$ cat src/rtl/fba_pkg.sv
// fba_pkg: shared types and constants for the fit block allocator
// holds table sizing, mode codes, register indexes and the scan record type
// no dependencies
package fba_pkg;

   localparam int BLOCKS    = 16;
   localparam int SIZE_BITS = 16;
   localparam int IDX_BITS  = 4;
   localparam int CNT_BITS  = 5;

   // placement policy codes; the unused code behaves as first fit
   localparam logic [1:0] FIT_FIRST = 2'd0;
   localparam logic [1:0] FIT_BEST  = 2'd1;
   localparam logic [1:0] FIT_WORST = 2'd2;

   // item opcodes
   localparam logic OP_LOAD  = 1'b0;
   localparam logic OP_ALLOC = 1'b1;

   // register indexes on the csr port
   localparam logic REG_FIT_MODE      = 1'b0;
   localparam logic REG_BLOCKS_IN_USE = 1'b1;

   typedef enum logic [1:0] {
      ST_IDLE,
      ST_SCAN,
      ST_UPDATE
   } state_type;

   // search record handed from cell to cell
   typedef struct packed {
      logic                 found;
      logic [SIZE_BITS-1:0] pick;
      logic [IDX_BITS-1:0]  pos;
   } srch_type;

endpackage

$ cat src/rtl/fba_cell.sv
// fba_cell: one table entry plus one stage of the search chain
// depends on fba_pkg
module fba_cell (
   input  logic                          clock,
   input  logic                          reset,
   input  logic [fba_pkg::IDX_BITS-1:0]  cell_idx_i,
   input  logic [fba_pkg::CNT_BITS-1:0]  count_i,
   input  logic [1:0]                    mode_i,
   input  logic [fba_pkg::SIZE_BITS-1:0] size_i,
   input  logic                          wr_en_i,
   input  logic [fba_pkg::SIZE_BITS-1:0] wr_data_i,
   input  fba_pkg::srch_type             srch_i,
   output fba_pkg::srch_type             srch_o
);
   import fba_pkg::*;

   logic [SIZE_BITS-1:0] entry_ff;
   srch_type             srch_ff;
   srch_type             srch_in;
   logic                 active;
   logic                 fits;
   logic                 take;

   assign active = {1'b0, cell_idx_i} < count_i;
   assign fits   = entry_ff >= size_i;

   always_comb begin
      unique case (mode_i)
         FIT_WORST: take = active && (!srch_i.found || entry_ff > srch_i.pick);
         FIT_BEST:  take = active && fits && (!srch_i.found || entry_ff < srch_i.pick);
         default:   take = active && fits && !srch_i.found;
      endcase
      srch_in = srch_i;
      if (take) begin
         srch_in.found = 1'b1;
         srch_in.pick  = entry_ff;
         srch_in.pos   = cell_idx_i;
      end
   end

   always_ff @(posedge clock) begin
      if (reset) begin
         entry_ff <= '0;
      end else if (wr_en_i) begin
         entry_ff <= wr_data_i;
      end
   end

   always_ff @(posedge clock) begin
      srch_ff <= srch_in;
   end

   assign srch_o = srch_ff;

endmodule

$ cat src/rtl/fit_block_allocator_core.sv
// fit_block_allocator_core: table of block sizes with first, best and worst fit placement
// builds a row of fba_cell stages, a small sequencer and the csr registers
// depends on fba_pkg and fba_cell
//
// Each table entry lives in its own cell; an allocate word sends a search record down
// the row of cells, one cell per cycle, and each cell may claim the record for its
// entry. An allocate word passes through the scan over the 16-cell row and then the
// commit step; a load word goes straight to the commit step. A new word is taken only
// after the last one has left the commit step. A finished result sits in an output
// register, so it may wait for rsp_tready while the next word is taken in; a second
// finished word waits in the commit step and holds off the input. Config registers:
// fit_mode at 0x0 (0 first, 1 best, 2 worst, 3 as first), blocks_in_use at 0x4
// (values above 16 count as 16). After reset all entries read zero.
module fit_block_allocator_core (
   input  logic        clock,
   input  logic        reset,
   // request channel
   input  logic        req_tvalid,
   output logic        req_tready,
   input  logic [23:0] req_tdata,   // [3:0] block_index, [19:4] size_value, rest zero
   input  logic        req_tuser,   // [0] opcode
   // result channel
   output logic        rsp_tvalid,
   input  logic        rsp_tready,
   output logic [23:0] rsp_tdata,   // [3:0] chosen_block, [19:4] remaining_size, rest zero
   output logic        rsp_tuser,   // [0] granted
   // csr port
   input  logic        csr_psel,
   input  logic        csr_penable,
   input  logic        csr_pwrite,
   input  logic [2:0]  csr_paddr,
   input  logic [31:0] csr_pwdata,
   output logic [31:0] csr_prdata,
   output logic        csr_pready
);
   import fba_pkg::*;

   // config registers
   logic [1:0]          fit_mode_ff;
   logic [CNT_BITS-1:0] blocks_ff;
   logic                csr_wr;

   // sequencer and captured word
   state_type            state_ff, state_in;
   logic [IDX_BITS-1:0]  scan_cnt_ff, scan_cnt_in;
   logic                 op_ff;
   logic [IDX_BITS-1:0]  idx_ff;
   logic [SIZE_BITS-1:0] size_ff;
   logic                 req_fire;
   logic                 commit;

   // output register
   logic                 rsp_valid_ff, rsp_valid_in;
   logic                 rsp_grant_ff;
   logic [IDX_BITS-1:0]  rsp_block_ff;
   logic [SIZE_BITS-1:0] rsp_rem_ff;

   // cell row
   srch_type             link [BLOCKS+1];
   srch_type             tail;
   logic [CNT_BITS-1:0]  count_sat;
   logic [BLOCKS-1:0]    wr_en;
   logic [SIZE_BITS-1:0] wr_data;
   logic                 alloc_ok;
   logic                 load_ok;
   logic                 grant;
   logic [IDX_BITS-1:0]  grant_block;
   logic [SIZE_BITS-1:0] grant_rem;

   // csr access, always ready
   assign csr_pready = 1'b1;
   assign csr_wr     = csr_psel && csr_penable && csr_pwrite && csr_pready;

   always_ff @(posedge clock) begin
      if (reset) begin
         fit_mode_ff <= FIT_FIRST;
         blocks_ff   <= CNT_BITS'(BLOCKS);
      end else if (csr_wr) begin
         unique case (csr_paddr[2])
            REG_FIT_MODE:      fit_mode_ff <= csr_pwdata[1:0];
            REG_BLOCKS_IN_USE: blocks_ff   <= csr_pwdata[CNT_BITS-1:0];
            default:           ;
         endcase
      end
   end

   always_comb begin
      unique case (csr_paddr[2])
         REG_FIT_MODE:      csr_prdata = {30'd0, fit_mode_ff};
         REG_BLOCKS_IN_USE: csr_prdata = {{(32-CNT_BITS){1'b0}}, blocks_ff};
         default:           csr_prdata = '0;
      endcase
   end

   // entries searched, saturated to the table size
   assign count_sat = (blocks_ff > CNT_BITS'(BLOCKS)) ? CNT_BITS'(BLOCKS) : blocks_ff;

   // the row start always injects an empty record
   assign link[0] = '0;

   for (genvar i = 0; i < BLOCKS; i++) begin : g_cell
      fba_cell u_cell (
         .clock      (clock),
         .reset      (reset),
         .cell_idx_i (IDX_BITS'(i)),
         .count_i    (count_sat),
         .mode_i     (fit_mode_ff),
         .size_i     (size_ff),
         .wr_en_i    (wr_en[i]),
         .wr_data_i  (wr_data),
         .srch_i     (link[i]),
         .srch_o     (link[i+1])
      );
   end

   assign tail = link[BLOCKS];

   // worst fit only grants if the largest entry fits
   assign alloc_ok = tail.found && !(fit_mode_ff == FIT_WORST && tail.pick < size_ff);
   assign load_ok  = {1'b0, idx_ff} < (IDX_BITS+1)'(BLOCKS);

   always_comb begin
      if (op_ff == OP_LOAD) begin
         grant       = load_ok;
         grant_block = load_ok ? idx_ff : '0;
         grant_rem   = load_ok ? size_ff : '0;
      end else begin
         grant       = alloc_ok;
         grant_block = alloc_ok ? tail.pos : '0;
         grant_rem   = alloc_ok ? (tail.pick - size_ff) : '0;
      end
   end

   assign wr_data = grant_rem;

   always_comb begin
      for (int i = 0; i < BLOCKS; i++) begin
         wr_en[i] = commit && grant && (grant_block == IDX_BITS'(i));
      end
   end

   // sequencer
   assign req_tready = (state_ff == ST_IDLE);
   assign req_fire   = req_tvalid && req_tready;

   always_comb begin
      state_in     = state_ff;
      scan_cnt_in  = scan_cnt_ff;
      commit       = 1'b0;
      rsp_valid_in = rsp_valid_ff && !rsp_tready;
      unique case (state_ff)
         ST_IDLE: begin
            scan_cnt_in = '0;
            if (req_fire) begin
               state_in = (req_tuser == OP_ALLOC) ? ST_SCAN : ST_UPDATE;
            end
         end
         ST_SCAN: begin
            scan_cnt_in = scan_cnt_ff + 1'b1;
            if (scan_cnt_ff == IDX_BITS'(BLOCKS-1)) begin
               state_in = ST_UPDATE;
            end
         end
         ST_UPDATE: begin
            // wait for room in the output register
            if (!rsp_valid_ff || rsp_tready) begin
               commit       = 1'b1;
               rsp_valid_in = 1'b1;
               state_in     = ST_IDLE;
            end
         end
         default: state_in = ST_IDLE;
      endcase
   end

   always_ff @(posedge clock) begin
      if (reset) begin
         state_ff     <= ST_IDLE;
         scan_cnt_ff  <= '0;
         rsp_valid_ff <= 1'b0;
      end else begin
         state_ff     <= state_in;
         scan_cnt_ff  <= scan_cnt_in;
         rsp_valid_ff <= rsp_valid_in;
      end
   end

   // captured word, held for the whole scan
   always_ff @(posedge clock) begin
      if (req_fire) begin
         op_ff   <= req_tuser;
         idx_ff  <= req_tdata[IDX_BITS-1:0];
         size_ff <= req_tdata[IDX_BITS +: SIZE_BITS];
      end
   end

   always_ff @(posedge clock) begin
      if (commit) begin
         rsp_grant_ff <= grant;
         rsp_block_ff <= grant_block;
         rsp_rem_ff   <= grant_rem;
      end
   end

   assign rsp_tvalid = rsp_valid_ff;
   assign rsp_tuser  = rsp_grant_ff;
   assign rsp_tdata  = {{(24-IDX_BITS-SIZE_BITS){1'b0}}, rsp_rem_ff, rsp_block_ff};

   // an accepted word always leads into the scan or the commit step
   a_accept_next: assert property (@(posedge clock) disable iff (reset)
      req_fire |=> (state_ff == ST_SCAN || state_ff == ST_UPDATE))
      else $error("accepted word did not start processing");

   // the scan covers the whole cell row before commit
   a_scan_len: assert property (@(posedge clock) disable iff (reset)
      (state_ff == ST_UPDATE && $past(state_ff) == ST_SCAN)
         |-> $past(scan_cnt_ff) == IDX_BITS'(BLOCKS-1))
      else $error("scan left the cell row early");

   // a refused word reports zero block and zero size
   a_refuse_zero: assert property (@(posedge clock) disable iff (reset)
      (rsp_valid_ff && !rsp_grant_ff) |-> (rsp_block_ff == '0 && rsp_rem_ff == '0))
      else $error("refused result carries nonzero fields");

   // a commit never overwrites a result still waiting
   a_no_overrun: assert property (@(posedge clock) disable iff (reset)
      commit |-> (!rsp_valid_ff || rsp_tready))
      else $error("result register overrun");

endmodule
$ cat config.mk
export PLATFORM = sky130hd
export DESIGN_NAME = fit_block_allocator_core
export DESIGN_NICKNAME = d
export VERILOG_FILES = /design/src/rtl/fba_pkg.sv /design/src/rtl/fba_cell.sv /design/src/rtl/fit_block_allocator_core.sv
export SDC_FILE = /design/constraint.sdc
export NUM_CORES = 2
export LEC_CHECK = 0
export BUFFER_PORTS_ARGS = -buffer_cell sky130_fd_sc_hd__buf_2
export CORE_AREA = 2 2 270 218
export DETAILED_ROUTE_END_ITERATION = 8
export DIE_AREA = 0 0 272 220
export PLACE_DENSITY_LB_ADDON = 0.1
export SYNTH_ARGS = -nofsm -noshare
export SYNTH_HDL_FRONTEND = slang
export SYNTH_SLANG_ARGS = --single-unit
$ cat constraint.sdc
create_clock -name clock -period 3.9 [get_ports clock]
set_clock_uncertainty 0.15 [all_clocks]
set_input_delay 0.195 -clock clock [delete_from_list [all_inputs] [get_ports clock]]
set_output_delay 0.195 -clock clock [all_outputs]
set_load 0.02 [all_outputs]
# Yosys cells after proc, flatten, opt, wreduce, memory -nomap -nowiden
# Index checks and enable logic that the tools add are counted.
# word_totals
reg_bits	648
output_inout_bits	60
# op_classes
n_addsub	2
magnitude_cmp	64
n_eq_ne	23
muxes	49
bitwise	1
n_reduce_logical	139
# ops
cell	count
$mux W20	15
$ge A16 B16 Y1	16
$lt A16 B16 Y1	16
$gt A16 B16 Y1	15
$logic_and A1 B1 Y1	84
$pmux W32 S2	1
$lt A4 B5 Y1 const A	8
$eq A4 B4 Y1 const B	9
$mux W16	2
$logic_or A1 B1 Y1	31
$pmux W1 S2	15
$mux W21	1
$lt A3 B5 Y1 const A	4
$logic_not A1 Y1	18
$eq A4 B3 Y1 const B	4
$sub A16 B16 Y16	1
$lt A1 B5 Y1 const A	2
$lt A2 B5 Y1 const A	2
$eq A4 B2 Y1 const B	2
$mux W2	4
$mux W4	2
$pmux W4 S2	1
$mux W1	6
$pmux W2 S3	1
other kinds (14)	18

# Logic depth before layout (Yosys ltp)
# depth
word_depth	8
mapped_depth	14
depth_no_buf	11

# Cells and area by module
# From an unflattened synthesis, not the netlist that was laid out.
# unflattened
hier_cells	5138
hier_area_um2	45616.2
# by_module_without_submodules
module	n_inst	cells_each	area_each_um2
fba_cell (g_cell[0].u_cell ...)	15	300	2636.3
fit_block_allocator_core	1	338	3459.6
fba_cell (g_cell[3].u_cell)	1	300	2612.5

# Worst setup path after synthesis
# OpenSTA, ideal clock, no wires.
# synth_path
path_kind	register -> register
start	register size_ff[0]
end	register rsp_rem_ff[5], data pin
setup_ns	0.265
arrival_ns	3.015
t_required_ns	3.485
setup_slack_ns	0.470
stages_incl_launch_ff	13
period_less_slack_ns	3.430
path_cell_list	edfxtp_1 > ha_1 > inv_1 > fa_1 > a211oi_2 > or3_4 > a21o_1 > a21o_4 > buf_6 > nor2_1 > a21oi_1 > clkbuf_1 > inv_1
# synth_between
elab_chain_len	6
word_cells_on_any_way	7
cone_classes	add/sub (1); order compare (1); mux (2); reduce/logical (3)
# synth_rtl
item	line_no	source
from (decl)	fit_block_allocator_core.sv:48	logic [SIZE_BITS-1:0] size_ff;
from (signal assigned)	fit_block_allocator_core.sv:193	size_ff <= req_tdata[IDX_BITS +: SIZE_BITS];
$lt A16 B16 Y1	fit_block_allocator_core.sv:119	assign alloc_ok = tail.found && !(fit_mode_ff == FIT_WORST && tail.pick < size_ff);
$logic_and A1 B1 Y1	fit_block_allocator_core.sv:119	
$logic_not A1 Y1	fit_block_allocator_core.sv:119	
$logic_and A1 B1 Y1	fit_block_allocator_core.sv:119	
$mux W16 *	fit_block_allocator_core.sv:130	grant_rem = alloc_ok ? (tail.pick - size_ff) : '0;
$mux W16 *	fit_block_allocator_core.sv:123	if (op_ff == OP_LOAD) begin
named net g_cell[0].u_cell.wr_data_i, one bit	fba_cell.sv:11	input logic [fba_pkg::SIZE_BITS-1:0] wr_data_i,
to (signal assigned)	fit_block_allocator_core.sv:201	rsp_rem_ff <= grant_rem;
to (decl)	fit_block_allocator_core.sv:56	logic [SIZE_BITS-1:0] rsp_rem_ff;
# The timed path passes the listed nets; every way through them passes the cells marked *.
# A chain may end at the register's enable or synchronous reset.

==> results summary <==
The total vias in the final route came out at 31001. The global-route usage over all layers is about two fifths. Summing the sequential cell areas from Yosys gives 36.65% of the chip area. Buffers added to address setup during post-CTS repair amount to 0. The iteration count of the initial detailed-routing pass came out at 7.

The die is 220 µm tall. The measured slew at the worst slew-check pin came out at 1.338 ns. The cell area after synthesis came out at 35720 µm². The total grt overflow came out at 0. The wire length of the first global-routing pass came out at 177500 µm. The arrival time at the worst endpoint came out at 4.04 ns. The final-report hold violation count came to 0. After synthesis, the netlist uses 92 different library cells.

The net count reported at finish came out at 4420. The pin count of the biggest net entering global routing is 113. Max-cap violations in this run came to 0.

The total routed wirelength is 120400 µm. The worst-skew pair later-pin latency is 0.62 ns. The flow ran to the end, and the final reports show no timing, DRC or antenna violations. Excluding fillers, the count of instances in the completed layout stands at 4654. The number of nets with antenna violations after detailed routing is 0. Measured against its own limit, the worst slew margin works out to 10.40%. From synthesis to final layout, the design area changed by 11.83%. The final critical-path setup slack came out at between 0.1 and 0.15 ns. The sink count of the clock tree is 633. The core region area came out at 57430 µm². The post-detailed-route wirelength per cell is approximately 26 µm. The maximum operating frequency is ~270 MHz. The number of remaining DRC errors is 0. The share of synthesized flip-flops with an asynchronous set or reset is 0%. The total die area came out at 59840 µm². The total of endpoints with negative setup slack in the final report came out at 0. The tree is rooted in a clkbuf_16. The HPWL after detailed placement is 84280 µm. The most used flip-flop cell after synthesis is dfxtp_1.

In the finished design, the share of the clock period the worst path needs comes to 96.67%. After detailed routing, the number of vias per cell comes to 6.661. The kind of end point of the critical path is a flip-flop. The floorplan has 79 rows.

In this run the tool buffered the top-level ports with around 60 buffer cells. The number of placed instances, taps included came out at 4512. The worst-case setup slack after placement is roughly 0.22 ns. The maximum level of the CTS H-tree is 3. Setup repair after global routing left no endpoint under its margin. STA classifies the critical path startpoint as a flip-flop. The classification of the worst-slack hold path is input port to flip-flop.

The clock-pin slew on the worst setup and hold paths is 0.06 ns. The total number of yosys warnings is 0. The flop and latch count out of synthesis came out at 633. The synthesized instance count is between 3000 and 4000. At the end of routability-driven placement, the weighted congestion stood at 0.9941.

The number of top-level pins is 127. The number of buffers inserted during clock tree synthesis came out at between 60 and 70. The worst setup path is of the flip-flop to flip-flop kind. At the worst endpoint, the required time is 4.17 ns. Cells with a size suffix above 1 make up 15.11% of the layout. TritonCTS built the clock tree. The worst IR drop on VDD came out at 0.3209 mV. The number of max-slew violations in the final report is 0. The horizontal extent of the die came out at roughly 270 µm.

For this design the ratio of total power to cell area is 382.5 nW/µm². No sink is reached through more buffers than the 3 on the longest clock path. The worst path needs roughly 3.8 ns of the cycle, external delays included.

Yosys mapped a number of flops with a built-in enable equal to 42. The number of antenna violations at the first check in global routing is 1. The leakage dissipation is 16.96 nW.

The final setup TNS came out at 0 ns. The number of DRC markers in iteration 0 is about 3400. The synthesized area per cell is 9.514 µm².

The largest driver fanout on the critical path came out at 21. The initial utilization of the core area, before any placement, comes to between 60% and 70%. The via count of the first global-routing pass is 29121.
## worst paths after layout
kind / from / slack, ns / to / depth (start not counted)
hold / removal: csr_pwrite / 0.06 / fit_mode_ff[0] / 4
setup reg to reg: size_ff[5] / 0.13 / g_cell[8].u_cell.srch_o[5] / 9
hold reg to reg: g_cell[11].u_cell.srch_o[2] / 0.26 / g_cell[12].u_cell.srch_o[2] / 1
setup / recovery: size_ff[5] / 0.13 / g_cell[8].u_cell.srch_o[5] / 9
## registers in the layout (all words and copies together) (netlist names)
register,flops
g_cell.u_cell.srch_o,321
rsp_rem_ff,16
fit_mode_ff,2
rsp_tuser,1
g_cell.u_cell.entry_ff,256
blocks_ff,5
op_ff,1
size_ff,16
idx_ff,4
rsp_tvalid,1
state_ff,2
rsp_block_ff,4
scan_cnt_ff,4
## power breakdown
part | switching, W | internal (W) | total, W
clock network | 0.00267 | 0.00388 | 0.00655
registers | 0.000121 | 0.00669 | 0.00681
logic | 0.00134 | 0.000586 | 0.00192
total | 0.00412 | 0.0112 | 0.0153
## stage by stage
step	hold WS (ns)	util [%]	total power [W]	area [µm²]
3_3_place_gp	0.2209	65.20	0.008707	37440
4_1_cts	0.02594	69.56	0.01524	39950
3_5_place_dp	0.2236	65.20	0.008760	37440
5_1_grt	0.09105	69.56	0.01567	39950
2_1_floorplan	0.1439	-	0.007900	35840
6_report	0.06146	69.56	0.01528	39950
## critical path, cell delays in order, from the launching register on
cell and delay (ns):
edfxtp_1 0.45, inv_1 0.19, buf_4 0.23, ha_1 0.27, a21o_1 0.16, a2111oi_0 0.54
o21a_1 0.29, o21ai_1 0.10, a31o_2 0.43, o311ai_0 0.75
## synth_stat cells (8+ instances only)
master | n | share of area, %
dfxtp_1 | 591 | 33
ha_1 | 513 | 18
inv_1 | 303 | 3.2
a21oi_1 | 295 | 4.1
a211oi_1 | 273 | 5.7
mux2_2 | 193 | 6.1
nor2_1 | 177 | 1.9
clkbuf_1 | 134 | 1.4
nand2_1 | 119 | 1.3
o21ai_0 | 102 | 1.4
nand3_1 | 90 | 1.3
nand4_1 | 71 | 1.2
a21o_1 | 64 | 1.3
a31oi_1 | 59 | 1.0
and3_1 | 54 | 0.95
buf_2 | 45 | 0.63
edfxtp_1 | 42 | 3.5
buf_4 | 40 | 0.84
nand2b_1 | 37 | 0.65
a41oi_1 | 35 | 0.86
nor3_1 | 35 | 0.49
and2_1 | 33 | 0.58
o311ai_0 | 32 | 0.78
o21a_1 | 30 | 0.63
or2_2 | 30 | 0.53
nor2b_1 | 28 | 0.49
o211ai_1 | 25 | 0.53
or3_1 | 25 | 0.44
a211oi_2 | 19 | 0.67
o221ai_1 | 18 | 0.44
o32a_1 | 17 | 0.48
nor4_1 | 15 | 0.26
a2111oi_0 | 13 | 0.32
and4_1 | 13 | 0.32
a211o_1 | 11 | 0.27
nor3b_1 | 10 | 0.21
buf_6 | 8 | 0.25
o31ai_1 | 8 | 0.17
## layer usage
metal | GRT usage, % | routed length, µm | part of all wire, %
met1 | 53.25 | 49780 | 41
met2 | 58.05 | 50000 | 42
met3 | 10.61 | 13730 | 11
met4 | 19.69 | 6872 | 5.7
met5 | 0 | 0 | 0
## placed cells by master (no fill, tap or decap), types with 30 or more instances in the layout
master / instances
dfxtp_1: 591
ha_1: 513
inv_1: 303
a21oi_1: 283
a211oi_1: 271
mux2_2: 193
nor2_1: 176
nand2_1: 119
buf_4: 109
o21ai_0: 102
nand3_1: 90
clkbuf_16: 73
nand4_1: 71
a21o_1: 64
buf_2: 60
a31oi_1: 59
and3_1: 54
edfxtp_1: 42
nand2b_1: 37
a41oi_1: 35
nor3_1: 34
and2_1: 33
conb_1: 32
o311ai_0: 31
o21a_1: 30
or2_2: 30
## area by class of cell
cell class                      instances  area (µm²)
Antenna cell                            1       2.502
Clock buffer                           98        2041
Clock inverter                         15       182.7
Fill cell                            4444       17480
Inverter                              305        1145
Multi-Input combinational cell       2613       20670
Sequential cell                       633       13090
Tap cell                              769       962.2
Timing Repair Buffer                  220        1853
## timing repair
action | 4_1_cts | 5_1_grt
endpoints found under the setup margin | 0 | 8
hold buffers | 28 | 0
endpoints found under the hold margin | 31 | 0
gates resized for setup | 0 | 2
## cells by family after synthesis
| kind of cell | share of synthesized area, % |
|---|---|
| XOR/XNOR | 0.1471 |
| AND/OR/NAND/NOR | 10.97 |
| buffers and inverters | 6.409 |
| multiplexers | 6.280 |
| other | 0.02102 |
| adder cells (fa/ha/maj) | 18.05 |
| flip-flops | 36.65 |
| AO/OA/AOI/OAI | 21.48 |
Note: power is estimated with default switching activity, not from simulation.
